File: src/design/mqe_pkg.sv
// mqe_pkg: constants, probability tables, types and the byte-out function of the mq encoder
// used by mqe_ctx_mem, mqe_byte_out and mq_arithmetic_encoder_core; depends on nothing
package mqe_pkg;

  localparam int NUM_CONTEXTS = 19;
  localparam int CTX_AW       = (NUM_CONTEXTS > 1) ? $clog2(NUM_CONTEXTS) : 1;
  localparam int QE_N         = 47;
  localparam int MAX_OUT      = 3;
  localparam int RENORM_MAX   = 16;

  localparam logic MODE_ENCODE = 1'b0;
  localparam logic MODE_FLUSH  = 1'b1;

  localparam logic [15:0] A_INIT     = 16'h8000;
  localparam logic [3:0]  CT_INIT    = 4'd12;
  localparam logic [3:0]  CT_STUFF   = 4'd7;
  localparam logic [3:0]  CT_PLAIN   = 4'd8;
  localparam logic [7:0]  STUFF_BYTE = 8'hFF;
  localparam logic [27:0] TERM_FILL  = 28'h000FFFF;
  localparam logic [27:0] TERM_HALF  = 28'h0008000;

  localparam int CTX_INIT_A = 0;
  localparam int CTX_INIT_B = 17;
  localparam int CTX_INIT_C = 18;
  localparam logic [5:0] IDX_INIT_A = 6'd4;
  localparam logic [5:0] IDX_INIT_B = 6'd3;
  localparam logic [5:0] IDX_INIT_C = 6'd46;

  localparam logic [15:0] QE_TBL [QE_N] = '{
    16'h5601, 16'h3401, 16'h1801, 16'h0AC1, 16'h0521, 16'h0221, 16'h5601, 16'h5401,
    16'h4801, 16'h3801, 16'h3001, 16'h2401, 16'h1C01, 16'h1601, 16'h5601, 16'h5401,
    16'h5101, 16'h4801, 16'h3801, 16'h3401, 16'h3001, 16'h2801, 16'h2401, 16'h2201,
    16'h1C01, 16'h1801, 16'h1601, 16'h1401, 16'h1201, 16'h1101, 16'h0AC1, 16'h09C1,
    16'h08A1, 16'h0521, 16'h0441, 16'h02A1, 16'h0221, 16'h0141, 16'h0111, 16'h0085,
    16'h0049, 16'h0025, 16'h0015, 16'h0009, 16'h0005, 16'h0001, 16'h5601};

  localparam logic [5:0] NMPS_TBL [QE_N] = '{
    6'd1,  6'd2,  6'd3,  6'd4,  6'd5,  6'd38, 6'd7,  6'd8,  6'd9,  6'd10, 6'd11, 6'd12,
    6'd13, 6'd29, 6'd15, 6'd16, 6'd17, 6'd18, 6'd19, 6'd20, 6'd21, 6'd22, 6'd23, 6'd24,
    6'd25, 6'd26, 6'd27, 6'd28, 6'd29, 6'd30, 6'd31, 6'd32, 6'd33, 6'd34, 6'd35, 6'd36,
    6'd37, 6'd38, 6'd39, 6'd40, 6'd41, 6'd42, 6'd43, 6'd44, 6'd45, 6'd45, 6'd46};

  localparam logic [5:0] NLPS_TBL [QE_N] = '{
    6'd1,  6'd6,  6'd9,  6'd12, 6'd29, 6'd33, 6'd6,  6'd14, 6'd14, 6'd14, 6'd17, 6'd18,
    6'd20, 6'd21, 6'd14, 6'd14, 6'd15, 6'd16, 6'd17, 6'd18, 6'd19, 6'd19, 6'd20, 6'd21,
    6'd22, 6'd23, 6'd24, 6'd25, 6'd26, 6'd27, 6'd28, 6'd29, 6'd30, 6'd31, 6'd32, 6'd33,
    6'd34, 6'd35, 6'd36, 6'd37, 6'd38, 6'd39, 6'd40, 6'd41, 6'd42, 6'd43, 6'd46};

  localparam logic SWAP_TBL [QE_N] = '{
    1'b1, 1'b0, 1'b0, 1'b0, 1'b0, 1'b0, 1'b1, 1'b0, 1'b0, 1'b0, 1'b0, 1'b0,
    1'b0, 1'b0, 1'b1, 1'b0, 1'b0, 1'b0, 1'b0, 1'b0, 1'b0, 1'b0, 1'b0, 1'b0,
    1'b0, 1'b0, 1'b0, 1'b0, 1'b0, 1'b0, 1'b0, 1'b0, 1'b0, 1'b0, 1'b0, 1'b0,
    1'b0, 1'b0, 1'b0, 1'b0, 1'b0, 1'b0, 1'b0, 1'b0, 1'b0, 1'b0, 1'b0};

  // state word: table index in [6:1], mps in [0]
  typedef logic [6:0] mqe_cst_t;
  typedef logic [CTX_AW-1:0] mqe_addr_t;

  typedef struct packed {
    logic      we;
    mqe_addr_t addr;
    mqe_cst_t  data;
  } mqe_ctx_wr_t;

  typedef struct packed {
    logic       push;
    logic [7:0] data;
    logic       fin;
    logic       last_flag;
  } mqe_emit_t;

  typedef struct packed {
    logic ok;
    logic hold_v;
  } mqe_ost_t;

  typedef struct packed {
    logic [27:0] c;
    logic [3:0]  ct;
    logic [7:0]  pb;
    logic        emit;
    logic [7:0]  eb;
  } mqe_put_t;

  function automatic mqe_cst_t ctx_init(mqe_addr_t a);
    mqe_cst_t r;
    r = '0;
    if (NUM_CONTEXTS > CTX_INIT_A && a == CTX_AW'(CTX_INIT_A)) r = {IDX_INIT_A, 1'b0};
    if (NUM_CONTEXTS > CTX_INIT_B && a == CTX_AW'(CTX_INIT_B)) r = {IDX_INIT_B, 1'b0};
    if (NUM_CONTEXTS > CTX_INIT_C && a == CTX_AW'(CTX_INIT_C)) r = {IDX_INIT_C, 1'b0};
    return r;
  endfunction

  // byte out with carry into the pending byte and stuffing after 0xff
  function automatic mqe_put_t put_out(logic [27:0] c, logic [7:0] pb, logic pv);
    mqe_put_t    r;
    logic [7:0]  pb1;
    logic [27:0] c1;
    logic        stuff;
    pb1   = pb;
    c1    = c;
    stuff = 1'b0;
    if (!pv || pb != STUFF_BYTE) begin
      if (c[27] && pv) begin
        pb1   = pb + 8'd1;
        stuff = (pb1 == STUFF_BYTE);
      end
      if (stuff) c1[27] = 1'b0;
    end else begin
      stuff = 1'b1;
    end
    if (stuff) begin
      r.pb = c1[27:20];
      r.c  = {8'b0, c1[19:0]};
      r.ct = CT_STUFF;
    end else begin
      r.pb = c1[26:19];
      r.c  = {9'b0, c1[18:0]};
      r.ct = CT_PLAIN;
    end
    r.emit = pv;
    r.eb   = pb1;
    return r;
  endfunction

endpackage

File: src/design/mqe_ctx_mem.sv
// mqe_ctx_mem: per-context probability state memory, one read and one write port
// synchronous read; entries never written read as the initial states; uses mqe_pkg
module mqe_ctx_mem (
  input  logic                clk,
  input  logic                rst_n,
  input  logic                rd_en,
  input  mqe_pkg::mqe_addr_t  rd_addr,
  output mqe_pkg::mqe_cst_t   rd_data,
  input  mqe_pkg::mqe_ctx_wr_t wr
);

  mqe_pkg::mqe_cst_t  mem [mqe_pkg::NUM_CONTEXTS];
  logic [mqe_pkg::NUM_CONTEXTS-1:0] vld_r;
  mqe_pkg::mqe_cst_t  rdata_r;
  mqe_pkg::mqe_addr_t raddr_r;
  logic               rvld_r;

  always_ff @(posedge clk) begin
    if (wr.we) begin
      mem[wr.addr] <= wr.data;
    end
    if (rd_en) begin
      raddr_r <= rd_addr;
      if (wr.we && wr.addr == rd_addr) begin
        rdata_r <= wr.data;
      end else begin
        rdata_r <= mem[rd_addr];
      end
    end
  end

  always_ff @(posedge clk) begin
    if (!rst_n) begin
      vld_r  <= '0;
      rvld_r <= 1'b0;
    end else begin
      if (wr.we) begin
        vld_r[wr.addr] <= 1'b1;
      end
      if (rd_en) begin
        rvld_r <= vld_r[rd_addr] || (wr.we && wr.addr == rd_addr);
      end
    end
  end

  assign rd_data = rvld_r ? rdata_r : mqe_pkg::ctx_init(raddr_r);

endmodule

File: src/design/mqe_byte_out.sv
// mqe_byte_out: one-byte hold stage and output register of the coded byte stream
// the held byte learns its last flag at the end of a request; uses mqe_pkg
module mqe_byte_out (
  input  logic               clk,
  input  logic               rst_n,
  input  mqe_pkg::mqe_emit_t emit,
  output mqe_pkg::mqe_ost_t  ost,
  output logic               out_tvalid,
  input  logic               out_tready,
  output logic [7:0]         out_tdata,   // out_byte
  output logic               out_tlast    // last
);

  logic       hold_v_r, hold_v_nxt;
  logic [7:0] hold_r, hold_nxt;
  logic       ov_r, ov_nxt;
  logic [7:0] ob_r, ob_nxt;
  logic       ol_r, ol_nxt;
  logic       ok;

  assign ok = !hold_v_r || !ov_r || out_tready;

  always_comb begin
    hold_v_nxt = hold_v_r;
    hold_nxt   = hold_r;
    ov_nxt     = ov_r && !out_tready;
    ob_nxt     = ob_r;
    ol_nxt     = ol_r;
    if (emit.push && ok) begin
      if (hold_v_r) begin
        ov_nxt = 1'b1;
        ob_nxt = hold_r;
        ol_nxt = 1'b0;
      end
      hold_nxt   = emit.data;
      hold_v_nxt = 1'b1;
    end else if (emit.fin && ok) begin
      if (hold_v_r) begin
        ov_nxt = 1'b1;
        ob_nxt = hold_r;
        ol_nxt = emit.last_flag;
      end
      hold_v_nxt = 1'b0;
    end
  end

  always_ff @(posedge clk) begin
    if (!rst_n) begin
      hold_v_r <= 1'b0;
      ov_r     <= 1'b0;
    end else begin
      hold_v_r <= hold_v_nxt;
      ov_r     <= ov_nxt;
    end
    hold_r <= hold_nxt;
    ob_r   <= ob_nxt;
    ol_r   <= ol_nxt;
  end

  assign ost.ok     = ok;
  assign ost.hold_v = hold_v_r;
  assign out_tvalid = ov_r;
  assign out_tdata  = ob_r;
  assign out_tlast  = ol_r;

endmodule

File: src/design/mq_arithmetic_encoder_core.sv
// mq_arithmetic_encoder_core: mq arithmetic encoder with context memory and byte output stage
// encode: k renormalization shifts (0..16), one shift per cycle unless the output stalls
// flush: FL_TOP, FL_PUT0/1, FL_END, DONE; one request at a time; last byte leaves after done
// context state read is registered (synchronous memory) before the interval update
// reset: synchronous active low; coder registers to initial values, context valid bits cleared
// so every context reads its standard initial state until written, no clearing pass
module mq_arithmetic_encoder_core (
  input  logic       clk,
  input  logic       rst_n,
  input  logic       in_tvalid,
  output logic       in_tready,
  input  logic [7:0] in_tdata,   // bit_req, context_req[4:0], zero fill
  input  logic       in_tuser,   // mode
  output logic       out_tvalid,
  input  logic       out_tready,
  output logic [7:0] out_tdata,  // out_byte
  output logic       out_tlast
);

  typedef enum logic [7:0] {
    S_IDLE    = 8'b0000_0001,
    S_CALC    = 8'b0000_0010,
    S_RENORM  = 8'b0000_0100,
    S_FL_TOP  = 8'b0000_1000,
    S_FL_PUT0 = 8'b0001_0000,
    S_FL_PUT1 = 8'b0010_0000,
    S_FL_END  = 8'b0100_0000,
    S_DONE    = 8'b1000_0000
  } state_t;

  state_t             state_r, state_nxt;
  logic [15:0]        a_r, a_nxt;
  logic [27:0]        c_r, c_nxt;
  logic [3:0]         ct_r, ct_nxt;
  logic [7:0]         pb_r, pb_nxt;
  logic               pv_r, pv_nxt;
  logic [1:0]         cnt_r, cnt_nxt;
  logic [3:0]         n_r, n_nxt;
  logic               mode_r, mode_nxt;
  logic               bit_r, bit_nxt;
  mqe_pkg::mqe_addr_t ctx_r, ctx_nxt;

  logic               in_acc;
  logic [4:0]         ctx_in;
  logic               ctx_ok;
  logic               rd_en;
  mqe_pkg::mqe_addr_t rd_addr;
  mqe_pkg::mqe_cst_t  st;
  mqe_pkg::mqe_ctx_wr_t wr;
  mqe_pkg::mqe_emit_t emit;
  mqe_pkg::mqe_ost_t  ost;

  logic [5:0]  idx;
  logic        mps;
  logic [15:0] qe;
  logic [15:0] a_sub;
  logic [27:0] c_add;
  logic        a_lt;
  logic [15:0] a_sh;
  logic [27:0] c_sh;
  logic [3:0]  ct_dec;
  logic [28:0] top;
  logic [27:0] c_or;
  logic [27:0] c_term;
  logic [27:0] c_fs;
  mqe_pkg::mqe_put_t po_r, po_f;
  logic        cnt_room;
  logic        push_want;

  assign in_tready = (state_r == S_IDLE);
  assign in_acc    = in_tvalid && in_tready;
  assign ctx_in    = in_tdata[5:1];
  assign ctx_ok    = 32'(ctx_in) < mqe_pkg::NUM_CONTEXTS;
  assign rd_addr   = mqe_pkg::CTX_AW'(ctx_in);
  assign rd_en     = in_acc && (in_tuser == mqe_pkg::MODE_ENCODE) && ctx_ok;

  assign idx   = (st[6:1] >= 6'(mqe_pkg::QE_N)) ? st[6:1] - 6'(mqe_pkg::QE_N) : st[6:1];
  assign mps   = st[0];
  assign qe    = mqe_pkg::QE_TBL[idx];
  assign a_sub = a_r - qe;
  assign c_add = c_r + {12'b0, qe};
  assign a_lt  = a_sub < qe;

  assign a_sh   = {a_r[14:0], 1'b0};
  assign c_sh   = {c_r[26:0], 1'b0};
  assign ct_dec = (ct_r != 4'd0) ? ct_r - 4'd1 : ct_r;
  assign po_r   = mqe_pkg::put_out(c_sh, pb_r, pv_r);

  assign top    = {1'b0, c_r} + {13'b0, a_r};
  assign c_or   = c_r | mqe_pkg::TERM_FILL;
  assign c_term = ({1'b0, c_or} >= top) ? c_or - mqe_pkg::TERM_HALF : c_or;
  assign c_fs   = c_r << ct_r;
  assign po_f   = mqe_pkg::put_out(c_fs, pb_r, pv_r);

  assign cnt_room = 32'(cnt_r) < mqe_pkg::MAX_OUT;

  always_comb begin
    state_nxt = state_r;
    a_nxt     = a_r;
    c_nxt     = c_r;
    ct_nxt    = ct_r;
    pb_nxt    = pb_r;
    pv_nxt    = pv_r;
    cnt_nxt   = cnt_r;
    n_nxt     = n_r;
    mode_nxt  = mode_r;
    bit_nxt   = bit_r;
    ctx_nxt   = ctx_r;
    wr.we     = 1'b0;
    wr.addr   = ctx_r;
    wr.data   = '0;
    emit      = '0;
    push_want = 1'b0;
    case (state_r)
      S_IDLE: begin
        if (in_acc) begin
          mode_nxt = in_tuser;
          bit_nxt  = in_tdata[0];
          ctx_nxt  = rd_addr;
          cnt_nxt  = 2'd0;
          if (in_tuser == mqe_pkg::MODE_FLUSH) begin
            state_nxt = S_FL_TOP;
          end else if (ctx_ok) begin
            state_nxt = S_CALC;
          end
        end
      end
      S_CALC: begin
        n_nxt = 4'd0;
        if (bit_r == mps) begin
          if (a_sub[15]) begin
            a_nxt     = a_sub;
            c_nxt     = c_add;
            state_nxt = S_DONE;
          end else begin
            if (a_lt) begin
              a_nxt = qe;
            end else begin
              a_nxt = a_sub;
              c_nxt = c_add;
            end
            wr.we     = 1'b1;
            wr.data   = {mqe_pkg::NMPS_TBL[idx], mps};
            state_nxt = S_RENORM;
          end
        end else begin
          if (a_lt) begin
            a_nxt = a_sub;
            c_nxt = c_add;
          end else begin
            a_nxt = qe;
          end
          wr.we     = 1'b1;
          wr.data   = {mqe_pkg::NLPS_TBL[idx], mps ^ mqe_pkg::SWAP_TBL[idx]};
          state_nxt = S_RENORM;
        end
      end
      S_RENORM: begin
        push_want = (ct_dec == 4'd0) && po_r.emit && cnt_room;
        if (!push_want || ost.ok) begin
          a_nxt  = a_sh;
          c_nxt  = c_sh;
          ct_nxt = ct_dec;
          if (ct_dec == 4'd0) begin
            c_nxt  = po_r.c;
            ct_nxt = po_r.ct;
            pb_nxt = po_r.pb;
            pv_nxt = 1'b1;
          end
          if (push_want) begin
            emit.push = 1'b1;
            emit.data = po_r.eb;
            cnt_nxt   = cnt_r + 2'd1;
          end
          n_nxt = n_r + 4'd1;
          if (a_sh[15] || n_r == 4'(mqe_pkg::RENORM_MAX - 1)) begin
            state_nxt = S_DONE;
          end
        end
      end
      S_FL_TOP: begin
        c_nxt     = c_term;
        state_nxt = S_FL_PUT0;
      end
      S_FL_PUT0, S_FL_PUT1: begin
        push_want = po_f.emit && cnt_room;
        if (!push_want || ost.ok) begin
          c_nxt  = po_f.c;
          ct_nxt = po_f.ct;
          pb_nxt = po_f.pb;
          pv_nxt = 1'b1;
          if (push_want) begin
            emit.push = 1'b1;
            emit.data = po_f.eb;
            cnt_nxt   = cnt_r + 2'd1;
          end
          state_nxt = (state_r == S_FL_PUT0) ? S_FL_PUT1 : S_FL_END;
        end
      end
      S_FL_END: begin
        push_want = pv_r && (pb_r != mqe_pkg::STUFF_BYTE) && cnt_room;
        if (!push_want || ost.ok) begin
          if (push_want) begin
            emit.push = 1'b1;
            emit.data = pb_r;
            cnt_nxt   = cnt_r + 2'd1;
          end
          a_nxt     = mqe_pkg::A_INIT;
          c_nxt     = '0;
          ct_nxt    = mqe_pkg::CT_INIT;
          pb_nxt    = '0;
          pv_nxt    = 1'b0;
          state_nxt = S_DONE;
        end
      end
      S_DONE: begin
        emit.fin       = 1'b1;
        emit.last_flag = (mode_r == mqe_pkg::MODE_FLUSH);
        if (ost.ok) begin
          state_nxt = S_IDLE;
        end
      end
      default: begin
        state_nxt = S_IDLE;
      end
    endcase
  end

  always_ff @(posedge clk) begin
    if (!rst_n) begin
      state_r <= S_IDLE;
      a_r     <= mqe_pkg::A_INIT;
      c_r     <= '0;
      ct_r    <= mqe_pkg::CT_INIT;
      pb_r    <= '0;
      pv_r    <= 1'b0;
      cnt_r   <= 2'd0;
    end else begin
      state_r <= state_nxt;
      a_r     <= a_nxt;
      c_r     <= c_nxt;
      ct_r    <= ct_nxt;
      pb_r    <= pb_nxt;
      pv_r    <= pv_nxt;
      cnt_r   <= cnt_nxt;
    end
    n_r    <= n_nxt;
    mode_r <= mode_nxt;
    bit_r  <= bit_nxt;
    ctx_r  <= ctx_nxt;
  end

  mqe_ctx_mem u_ctx_mem (
    .clk     (clk),
    .rst_n   (rst_n),
    .rd_en   (rd_en),
    .rd_addr (rd_addr),
    .rd_data (st),
    .wr      (wr)
  );

  mqe_byte_out u_byte_out (
    .clk        (clk),
    .rst_n      (rst_n),
    .emit       (emit),
    .ost        (ost),
    .out_tvalid (out_tvalid),
    .out_tready (out_tready),
    .out_tdata  (out_tdata),
    .out_tlast  (out_tlast)
  );

`ifndef SYNTH
  a_idle_hold_empty: assert property (@(posedge clk) disable iff (!rst_n)
    in_tready |-> !ost.hold_v)
    else $error("held byte left over at idle");

  a_idle_interval_norm: assert property (@(posedge clk) disable iff (!rst_n)
    (state_r == S_IDLE) |-> a_r[15])
    else $error("interval not normalized at idle");

  a_idle_count_range: assert property (@(posedge clk) disable iff (!rst_n)
    (state_r == S_IDLE) |-> (ct_r != 4'd0 && ct_r <= mqe_pkg::CT_INIT))
    else $error("bit counter out of range at idle");

  a_flush_resets_coder: assert property (@(posedge clk) disable iff (!rst_n)
    (state_r == S_FL_END && state_nxt == S_DONE) |=> (!pv_r && c_r == '0))
    else $error("coder not reinitialized after flush");
`endif

endmodule
File: config.mk
export PLATFORM = sky130hd
export DESIGN_NAME = mq_arithmetic_encoder_core
export DESIGN_NICKNAME = d
export VERILOG_FILES = /design/src/design/mqe_pkg.sv /design/src/design/mqe_ctx_mem.sv /design/src/design/mqe_byte_out.sv /design/src/design/mq_arithmetic_encoder_core.sv
export SDC_FILE = /design/constraint.sdc
export NUM_CORES = 1
export LEC_CHECK = 0
export ABC_AREA = 0
export BUFFER_PORTS_ARGS = -buffer_cell sky130_fd_sc_hd__clkbuf_2
export CAP_MARGIN = 20
export CELL_PAD_IN_SITES_DETAIL_PLACEMENT = 1
export CELL_PAD_IN_SITES_GLOBAL_PLACEMENT = 1
export CORE_MARGIN = 2
export CORE_UTILIZATION = 46
export CTS_CLUSTER_DIAMETER = 150
export DETAILED_ROUTE_END_ITERATION = 8
export HOLD_SLACK_MARGIN = 0.1
export PLACE_DENSITY_LB_ADDON = 0.1
export SETUP_SLACK_MARGIN = 0.1
export SYNTH_ARGS = -nofsm -noshare
export SYNTH_HDL_FRONTEND = slang
export SYNTH_SLANG_ARGS = --single-unit
File: constraint.sdc
create_clock -name clk -period 7.8 [get_ports clk]
set_clock_uncertainty 0.05 [all_clocks]
set_input_delay 0.78 -clock clk [delete_from_list [all_inputs] [get_ports clk]]
set_output_delay 0.78 -clock clk [all_outputs]
set_load 0.1 [all_outputs]
# [Word level (Yosys, flattened, before mapping)]
# Memories as Yosys holds them, arrays and structs flattened. A register that Yosys moved wholly into a read port is not among the register bits.
# Index checks and enable logic that the tools add are counted.
[totals] memories=5 reg_bits=122 ram_bits=133 input_bits=13 romBits=1856 out_inout_bits=11 word_cells=243
[memory_table] memory="(name not given)" depth=64 word_bits=16 rd=1 rd_ports_with_merged_regs=0 wr=0 line="mq_arithmetic_encoder_core.sv:79" rtl="assign qe = mqe_pkg::QE_TBL[idx];"
[memory_table] memory="(name not given)" depth=64 word_bits=6 rd=1 rd_ports_with_merged_regs=0 wr=0 line="mq_arithmetic_encoder_core.sv:154" rtl="wr.data = {mqe_pkg::NLPS_TBL[idx], mps ^ mqe_pkg::SWAP_TBL[idx]};"
[memory_table] memory="(name not given)" depth=64 word_bits=6 rd=1 rd_ports_with_merged_regs=0 wr=0 line="mq_arithmetic_encoder_core.sv:143" rtl="wr.data = {mqe_pkg::NMPS_TBL[idx], mps};"
[memory_table] memory="u_ctx_mem.mem" depth=19 word_bits=7 rd=1 rd_ports_with_merged_regs=1 wr=1 line="mqe_ctx_mem.sv:12" rtl="mqe_pkg::mqe_cst_t mem [mqe_pkg::NUM_CONTEXTS];"
[memory_table] memory="(name not given)" depth=64 word_bits=1 rd=1 rd_ports_with_merged_regs=0 wr=0 line="mq_arithmetic_encoder_core.sv:154"
[op_classes] n_eq_ne=29 add_sub_neg=9 n_lt_le_gt_ge=9 n_reduce_logical=50 shifts=1 mux=116 n_bitwise=4
[ops] op="$mux W28" count=9
[ops] op="$mux W8" count=21
[ops] op="$pmux W28 S5" count=1
[ops] op="$mux W16" count=8
[ops] op="$mux W32" count=2
[ops] op="$pmux W8 S7" count=1
[ops] op="$mux W9" count=6
[ops] op="$pmux W16 S3" count=1
[ops] op="$mux W7" count=6
[ops] op="$mux W1" count=32
[ops] op="$mux W4" count=8
[ops] op="$mux W6" count=5
[ops] op="$add A28 B16 Y29" count=1
[ops] op="$ge A28 B29 Y1" count=1
[ops] op="$add A28 B16 Y28" count=1
[ops] op="$shl A28 B4 Y28" count=1
[ops] op="$sub A28 B16 Y28 const B" count=1
[ops] op="$pmux W9 S3" count=1
[ops] op="$pmux W8 S3" count=1
[ops] op="$or A19 B19 Y19" count=1
[ops] op="$ne A2 B2 Y1 const B" count=9
[ops] op="$eq A8 B8 Y1 const B" count=2
[ops] op="$lt A16 B16 Y1" count=1
[ops] op="$mux W2" count=8
[ops] op="other kinds (54)" count=90

# [Longest topological paths before layout]
# Gate-level depths: netlist of run 1.
[depth] ltp_word=17 depth_mapped=32 mapped_depth_nobuf=30

# [Hierarchy]
# A second synthesis of run 1 with hierarchy kept.
[hier_totals] hier_cells=1816 area_unflattened_um2=17745.8
[modules_own_cells] module="mq_arithmetic_encoder_core" area_per_inst_um2=10513.8 seq_area_each_um2=1671.6 instances=1 cells_per_inst=1399
[modules_own_cells] module="mqe_ctx_mem" area_per_inst_um2=6602.6 seq_area_each_um2=4754.6 instances=1 cells_per_inst=386
[modules_own_cells] module="mqe_byte_out" area_per_inst_um2=629.4 seq_area_each_um2=550.5 instances=1 cells_per_inst=31

# [Worst setup path after synthesis of run 1]
# OpenSTA, ideal clock, no wires.
[synth_path] kind="register to register" start="register u_ctx_mem.raddr_r[3]" end="register c_r[25]" synth_period_minus_slack_ns=7.368 n_path_buf=2 setup_time_ns=0.095 t_arrival_ns=7.223 stages_incl_launch_ff=31 t_required_ns=7.655 setup_slack_ns=0.432 cell_sequence="edfxtp_1 > nor4b_1 > a22o_1 > ha_1 > inv_1 > o32a_1 > or2_4 > xnor2_1 > ha_1 > clkbuf_1 > nor3_1 > o21a_1 > inv_1 > ha_1 > nor2b_1 > o21a_1 > o21ai_0 > a21oi_1 > a2111oi_0 > nor2_1 > xor2_1 > ha_1 > and4_1 > o211ai_1 > nor4_1 > nor3_1 > and4_1 > o31ai_1 > buf_2 > nor2_1 > a221oi_1"
[synth_via] elab_chain_cells=16 word_cells_on_any_way=26 classes_between="add/sub (3); order compare (2); eq/ne (5); mux (12); bitwise (1); reduce/logical (2); memory (1)"
[synth_rtl] item="start, declared" line="mqe_ctx_mem.sv:15" rtl="mqe_pkg::mqe_addr_t raddr_r;"
[synth_rtl] item="start signal, assigned" line="mqe_ctx_mem.sv:23" rtl="raddr_r <= rd_addr;"
[synth_rtl] item="$logic_not A5 Y1" line="mqe_pkg.sv:88" rtl="if (NUM_CONTEXTS > CTX_INIT_A && a == CTX_AW'(CTX_INIT_A)) r = {IDX_INIT_A, 1'b0};"
[synth_rtl] item="$mux W4" line="mqe_pkg.sv:88"
[synth_rtl] item="$mux W4" line="mqe_pkg.sv:89" rtl="if (NUM_CONTEXTS > CTX_INIT_B && a == CTX_AW'(CTX_INIT_B)) r = {IDX_INIT_B, 1'b0};"
[synth_rtl] item="$mux W7 *" line="mqe_pkg.sv:90" rtl="if (NUM_CONTEXTS > CTX_INIT_C && a == CTX_AW'(CTX_INIT_C)) r = {IDX_INIT_C, 1'b0};"
[synth_rtl] item="$mux W7 *" line="mqe_ctx_mem.sv:46" rtl="assign rd_data = rvld_r ? rdata_r : mqe_pkg::ctx_init(raddr_r);"
[synth_rtl] item="branches (longest 11 deep; another with $mem_v2 Z64 W16)"
[synth_rtl] item="end signal, assigned" line="mq_arithmetic_encoder_core.sv:241" rtl="c_r <= c_nxt;"
[synth_rtl] item="end, declared" line="mq_arithmetic_encoder_core.sv:33" rtl="logic [27:0] c_r, c_nxt;"
# Every way passes the cells marked *. The select of a mux whose other input is x is not followed.
# A chain may end at the register's enable or synchronous reset.

# [Worst setup path after layout of run 1]
# Ends and elaborated chain as after synthesis.

==> results.md, run 1 <==
- Die ar.: 0.03892 sq mm
- First-pass DRT Iterations: 5
- Commonest non-fill, non-tap cells in the layout: edfxtp_1 (173), nand2_1 (147), a21oi_1 (142)
- Clk_lat worst skew: 0.58 ns
- Clock buffer depth: 3
- Commonest non-fill, non-tap cell in the layout: edfxtp_1
- Layout cell share with drive strength beyond 1: 0.1532
- Critical Path Max Stage Delay: 0.52 ns
- Status: finished, final reports clean
- Highest clock rate: 137.7 MHz
- Total clock sinks: between 200 and 300
- CP max FO: 24
- Inserted Clock Buffers: 29
- Post-synth top area cell: edfxtp_1
- Vias/cell: about 6.5
- Total GRT Usage: 0.2816
- Antenna-violating nets left: 0
- Nets: about 1900
- Largest net degree at the start of global routing: between 50 and 60
- Fin util: 0.5233
- Worst Max-Slew Pin Slew: 0.9987 ns
- Crit. End Element: flip-flop
- Ant diodes: 0
- WHS Path Cells: 1
- Register bit total from synthesis: about 260
- CTS tree: done
- Final instance area: roughly 0.019 sq mm
- Critical Setup Path Class: reg2reg
- DR DRC count: 0
- Hold WC Path Type: in2reg
- Synth Cell Area: approximately 0.017 sq mm
- Net Count, Synth: 1839
- Slew Limit Fails: 0
- H-Tree Depth: 1
- CP most frequent cell: ha_1
- EDFF count, synth: ~170
- Max_slew headroom: 0.3311
- Post-synth ARST share: 0
- Initial antenna violation count: 0
- Register area share after synthesis: 0.4060
- Required @ worst endpoint: ~8 ns
- Cell leakage power: 6.778 nW
- Pre-CTS setup slack: -0.3304 ns
- First-pass GRT wire length: roughly 86000 um
- Area after DPL: 0.01805 sq mm
- Max_cap viols: 0
- Reg2Reg Depth: 31
- CP bufs+invs: 4
- VDD IR max: 0.0001919 V
- Die Y: approximately 200 um
- Critical Path Source Type: flip-flop
- Final hold vios: 0
- Synth area leaders: edfxtp_1 (30%), dfxtp_1 (10%), mux4_2 (7.2%), ha_1 (6.3%), a21oi_1 (4.2%)
- PnR worst setup slack: 0.5393 ns
- Min Clock Period, post-route: 7.261 ns
- Horiz. Die Dim: 197.3 um
- DR vias: ~15000
- GR Overflow Total: 0
- Area share of the largest cell type after synthesis: 0.3023
- DRT Wirelength: between 50000 and 60000 um
- R2R setup slack: 0.54 ns
- Starting DRT DRC Count: approximately 1000
- Clk slew on worst S/H paths: roughly 0.06 ns
- Final GP Congestion: just under 0.9
- Period utilization: 0.9309
- Yosys warning count: 0
- Hold Path Sink: u_ctx_mem.raddr_r[1]$_DFFE_PP_
- Delay-heaviest family, CP: simple AND/OR/NAND/NOR gates
- Area Overhead vs Synth: 11.76%
- RR Startpoint: u_ctx_mem.raddr_r[3]$_DFFE_PP_
- Switching Share: 0.3370
- Sequential power share: 0.375
- Post-detail-place hpwl: around 39000 um
- Power density cells: 220.3 mW/mm^2
- Quantity of hold-fixing buffers added after cts: 0
- Syn_area_per_cell: about 9.9 sq um
- Pwr Total: around 4.2 mW
- HP Start: in_tdata[2]
- CORE AREA: ~0.037 sq mm
- Cell count after synthesis: roughly 1700
- I/O pin total: 24
- Net switching power: approximately 1.4 mW
- Clock share of power: 0.339
- # rows: 70
- Vias in the first global route: approximately 15000
- Critical path arrival: slightly below 8 ns
- Ys flop type: edfxtp_1
- Starting Density: 0.4683
- CP max stage cell: or4_1
- Final setup fails: 0
- Gate power share: 0.285
- Fill cells: 4044
- Root buffer cell: clkbuf_16
- WL/cell: 24.23 um
- RSZ-0062 raised after global routing: no
- Int Pwr: 2.806 mW
- IO Port Bufs: 21
- Synth unique cells: between 90 and 100
- Critical R2R Capture: c_r[25]$_SDFFE_PN0P_
-- flip-flops by register name, summed over array words and instances (netlist names), 2 cells and up --
register              cells
u_ctx_mem.mem           133
c_r                      28
u_ctx_mem.vld_r          19
a_r                      16
pb_r                      8
state_r                   8
u_byte_out.hold_r         8
u_byte_out.out_tdata      8
u_ctx_mem.rdata_r         7
ctx_r                     5
u_ctx_mem.raddr_r         5
ct_r                      4
n_r                       4
cnt_r                     2
-- worst register-to-register path: cells and delay by family, from the launching register on --
family | cells | cell delay [ns]
fa+ha+maj | 4 | 1.13
buf+inv | 4 | 0.62
simple gates | 11 | 2.77
flops | 1 | 0.45
compound gates | 11 | 1.91
mux | 1 | 0.22
-- metal layers --
layer / vias to the layer above / global-route usage / routed length [um]
li1: 6759 / - / -
met1: 7394 / 0.3642 / 23710
met2: 337 / 0.5034 / 27640
met3: 84 / 0.03039 / 2100
met4: 0 / 0.07101 / 1213
met5: - / 0 / 0
-- repair_timing --
action | in CTS | in global routing
resized for setup | 4 | 16
pin swaps | 0 | 3
gates cloned | 0 | 0
setup endpoints to repair | 36 | 43
buffers inserted | 0 | 2
-- worst max-delay path by stage --
stage	slack [ns]	cells after the start	endpoint	start
2_1_floorplan	0.43	30	c_r[25]$_SDFFE_PN0P_	u_ctx_mem.raddr_r[3]$_DFFE_PP_
6_report	0.54	31	c_r[25]$_SDFFE_PN0P_	u_ctx_mem.raddr_r[3]$_DFFE_PP_
3_5_place_dp	-0.33	29	c_r[3]$_SDFFE_PN0P_	u_ctx_mem.raddr_r[3]$_DFFE_PP_
4_1_cts	0.14	31	c_r[25]$_SDFFE_PN0P_	u_ctx_mem.raddr_r[3]$_DFFE_PP_
5_1_grt	0.05	31	c_r[25]$_SDFFE_PN0P_	u_ctx_mem.raddr_r[3]$_DFFE_PP_
3_3_place_gp	-0.06	29	c_r[3]$_SDFFE_PN0P_	u_ctx_mem.raddr_r[3]$_DFFE_PP_
-- synth_stat cells (5+ instances only) --
master     instances
a21o_1            17
and4_1             6
buf_1             14
clkbuf_1          88
xor2_1            14
o21a_1            32
nand3_1           62
or4_1              6
o2111ai_1          9
o211a_1            6
a2111oi_0          6
mux2i_1           51
nor4_1            24
o31ai_1           19
a221oi_1          13
nor2b_1           13
a311oi_1           8
ha_1              87
and2_1            11
a21oi_1          143
and3_1            11
o221ai_1           8
nor2_1           141
a22oi_1            6
a31oi_1           32
nand4_1           14
dfxtp_1           89
nand2_1          147
mux4_2            55
mux2_2            22
edfxtp_1         173
o21ai_0          110
o211ai_1          15
a211oi_1          27
nor3_1            35
a22o_1             5
inv_1             42
xnor2_1           36
nand3b_1           5
o22ai_1           12
nand2b_1          15
or3_1             10
-- power groups by stage --
stage          logic, mW  clock network (mW)  registers [mW]
2_1_floorplan      0.825                   0            1.58
3_3_place_gp        1.13                   0            1.61
3_5_place_dp        1.16                   0            1.61
4_1_cts             1.17                1.46            1.59
5_1_grt             1.32                1.50            1.59
6_report            1.21                1.44            1.59
-- per-stage QoR --
stage | setup TNS [ns] | instances | hold slack [ns]
after global routing | 0 | 2256 | 0.3535
after detailed placement | -2.980 | 2194 | 0.3565
after floorplan | 0 | 1738 | 0.3503
after global placement | -0.07569 | 2194 | 0.3524
after CTS | 0 | 2248 | 0.3458
final | 0 | 2256 | 0.3522
-- final cells by class --
class	instances	area (sq um)	share of cell area
inverters	45	168.9	0.008795
repair buffers	103	738.2	0.03844
flip-flops and latches	262	6977	0.3633
clock inverters	21	245.2	0.01277
multi-input cells	1324	9739	0.5071
well taps	468	585.6	0.03049
clock buffers	33	750.7	0.03909
-- cells by family (layout without fill, tap and decap cells) --
logic type | Yosys count | in the layout | share of synthesized area
compound gates | 531 | 531 | 0.2030
simple gates | 525 | 525 | 0.1476
flops | 262 | 262 | 0.4060
buf+inv | 152 | 202 | 0.03429
mux | 129 | 129 | 0.1175
fa+ha+maj | 88 | 88 | 0.06451
xor+xnor | 51 | 51 | 0.02709
Note: power is estimated with default switching activity, not from simulation.
==> run 2, diff against run 1 <==
--- a/config.mk
+++ b/config.mk
@@ -15,7 +15,7 @@
 export CTS_CLUSTER_DIAMETER = 150
 export DETAILED_ROUTE_END_ITERATION = 8
 export HOLD_SLACK_MARGIN = 0.1
-export PLACE_DENSITY_LB_ADDON = 0.1
+export PLACE_DENSITY = 0.88
 export SETUP_SLACK_MARGIN = 0.1
 export SYNTH_ARGS = -nofsm -noshare
 export SYNTH_HDL_FRONTEND = slang
==> run 2 against run 1 <==
  * Non-clock buffer count grew 22
  * Sequential power barely moved
  * Cell count increased by 0.89%
  * Global-route usage is 2.2 points higher
  * Critical endpoint unchanged
  * Design area up 1.4%
  * Fmax decreased by 4.5%
  * Count of clock-buffer cells in the layout is 4 lower
  * Largest power group unchanged
  * Core utilization up 0.76 points
  * Register-to-register slack got worse by 0.34 ns
==> results.md, run 2 (same netlist as run 1, synthesis figures left out) <==
- Critical path arrival: 8.02 ns (was 7.69 ns)
- GR Overflow Total: 0 (unchanged)
- Starting DRT DRC Count: 1711 (was 1025)
- Die ar.: 0.03892 sq mm (unchanged)
- Critical Path Max Stage Delay: 0.47 ns (was 0.52 ns)
- Max reg flops: 133 (unchanged)
- DR vias: 15710 (was 14570)
- Final hold vios: 0 (unchanged)
- Critical Setup Path Class: reg2reg (unchanged)
- DRT Wirelength: 61590 um (was 54670 um)
- Total GRT Usage: 0.3037 (was 0.2816)
- Root buffer cell: clkbuf_16 (unchanged)
- Int Pwr: 2.825 mW (was 2.806 mW)
- R2R setup slack: 0.20 ns (was 0.54 ns)
- Worst Max-Slew Pin Slew: 1.155 ns (was 0.9987 ns)
- Total clock sinks: 262 (unchanged)
- Fin util: 0.5309 (was 0.5233)
- Starting Density: 0.4683 (unchanged)
- Vias/cell: 6.903 (was 6.460)
- Clock share of power: 0.330 (was 0.339)
- WHS Path Cells: 0 (was 1)
- Gate power share: 0.304 (was 0.285)
- Power density cells: 223.5 mW/mm^2 (was 220.3 mW/mm^2)
- WL/cell: 27.06 um (was 24.23 um)
- Net switching power: 1.529 mW (was 1.426 mW)
- Max_cap viols: 0 (unchanged)
- Clk_lat worst skew: 0.58 ns (about the same)
- CP most frequent cell: buf_4 (was ha_1)
- Layout cell share with drive strength beyond 1: 0.1770 (was 0.1532)
- Antenna-violating nets left: 0 (unchanged)
- Area Overhead vs Synth: 13.38% (was 11.76%)
- Commonest non-fill, non-tap cells in the layout: edfxtp_1 (173), nand2_1 (147), a21oi_1 (141) (was edfxtp_1 (173), nand2_1 (147), a21oi_1 (142))
- CTS tree: done (unchanged)
- Inserted Clock Buffers: 28 (was 29)
- First-pass GRT wire length: 92400 um (was 86220 um)
- Critical Path Source Type: flip-flop (unchanged)
- Highest clock rate: 131.5 MHz (was 137.7 MHz)
- Slew Limit Fails: 0 (unchanged)
- Nets: 1887 (was 1866)
- Status: finished, final reports clean (unchanged)
- Commonest non-fill, non-tap cell in the layout: edfxtp_1 (unchanged)
- Cell leakage power: 6.898 nW (was 6.778 nW)
- Quantity of hold-fixing buffers added after cts: 0 (unchanged)
- Hold WC Path Type: reg2reg (was in2reg)
- Initial antenna violation count: 0 (unchanged)
- Vias in the first global route: 15780 (was 15060)
- # rows: 70 (unchanged)
- Horiz. Die Dim: 197.3 um (unchanged)
- Clock buffer depth: 3 (unchanged)
- Period utilization: 0.9747 (was 0.9309)
- Reg2Reg Depth: 33 (was 31)
- Top reg by flops: u_ctx_mem.mem (unchanged)
- Sequential power share: 0.366 (was 0.375)
- Max_slew headroom: 0.2275 (was 0.3311)
- Final setup fails: 0 (unchanged)
- First-pass DRT Iterations: 7 (was 5)
- Pwr Total: 4.354 mW (was 4.232 mW)
- Min Clock Period, post-route: 7.603 ns (was 7.261 ns)
- Clk slew on worst S/H paths: 0.07 ns (was 0.06 ns)
- Worst Hold Slack: 0.3714 ns (was 0.3522 ns)
- Crit. End Element: flip-flop (unchanged)
- Biggest regs: u_ctx_mem.mem (133), c_r (28), u_ctx_mem.vld_r (19) (unchanged)
- CP max stage cell: edfxtp_1 (was or4_1)
- Largest net degree at the start of global routing: 52 (was 51)
- IO Port Bufs: 21 (unchanged)
- H-Tree Depth: 1 (unchanged)
- Switching Share: 0.3511 (was 0.3370)
- DR DRC count: 0 (unchanged)
- VDD IR max: 0.0002460 V (was 0.0001919 V)
- Final GP Congestion: 0.9215 (was 0.8872)
- Fill cells: 3999 (was 4044)
- CP max FO: 13 (was 24)
- CORE AREA: 0.03670 sq mm (unchanged)
- Post-detail-place hpwl: 40760 um (was 38710 um)
- Ant diodes: 0 (unchanged)
- Die Y: 197.3 um (unchanged)
- Required @ worst endpoint: 8.22 ns (was 8.23 ns)
- I/O pin total: 24 (unchanged)
run 2: cell count changes in the layout (fill, tap and decap cells not counted), sizes merged:
cell	before	now
clkinv	14	13
inv	45	50
buf	80	102
clkbuf	56	52
clkinvlp	3	1
run 2: metrics by stage:
stage	instance area, sq um	cells	TNS, ns	setup WS, ns
after detailed placement	18080	2195	-3.957	-0.1477
after CTS	19100	2247	0	0.08180
after global placement	18080	2194	0	0.1930
after global routing	19480	2276	-1.903	-0.07589
final	19480	2276	0	0.1972
after floorplan	17180	1738	0	0.4320
run 2: worst paths after layout:
| kind | start | to |
|---|---|---|
| worst max-delay path | u_ctx_mem.raddr_r[3]$_DFFE_PP_ | c_r[25]$_SDFFE_PN0P_ |
| worst min-delay path | u_byte_out.hold_r[4]$_DFFE_PP_ | u_byte_out.out_tdata[4]$_DFFE_PP_ |
| worst max register to register | u_ctx_mem.raddr_r[3]$_DFFE_PP_ | c_r[25]$_SDFFE_PN0P_ |
| worst min register to register | u_byte_out.hold_r[4]$_DFFE_PP_ | u_byte_out.out_tdata[4]$_DFFE_PP_ |
run 2: power groups by stage:
stage / Combinational, mW / Clock, mW / Sequential [mW]
after floorplan: 0.825 / 0 / 1.58
after global placement: 1.12 / 0 / 1.61
after detailed placement: 1.18 / 0 / 1.62
after CTS: 1.20 / 1.43 / 1.59
after global routing: 1.43 / 1.48 / 1.60
final: 1.33 / 1.43 / 1.59
run 2: repair_timing:
action | 4_1_cts | 5_1_grt
cloned | 0 | 1
endpoints found under the setup margin | 218 | 220
buffers inserted | 0 | 26
gates resized for setup | 12 | 42
pin swaps | 0 | 20
run 2: metal layers:
metal  global-route usage  up-vias  wire length [um]
met2               0.5197      813             29980
met1               0.3745     7847             23950
li1                     -     6816                 -
met5                    0        -                 0
met3              0.04473      236              4269
met4               0.1523        0              3398
run 2: cell type report:
cell class	count	area [sq um]	area share
multi-input combinational	1324	9841	0.5051
sequential	262	6977	0.3581
timing repair buffer	125	934.6	0.04797
clock buffer	29	704.4	0.03616
tap	468	585.6	0.03006
clock inverter	23	271.5	0.01394
inverter	45	168.9	0.008670
run 2: critical path: cells and delay by family (launching register included):
| kind | cells | cell delay, ns |
|---|---|---|
| compound gates | 9 | 1.90 |
| xor+xnor | 2 | 0.43 |
| fa+ha+maj | 3 | 0.97 |
| buf+inv | 8 | 1.31 |
| flops | 1 | 0.47 |
| simple gates | 11 | 2.33 |
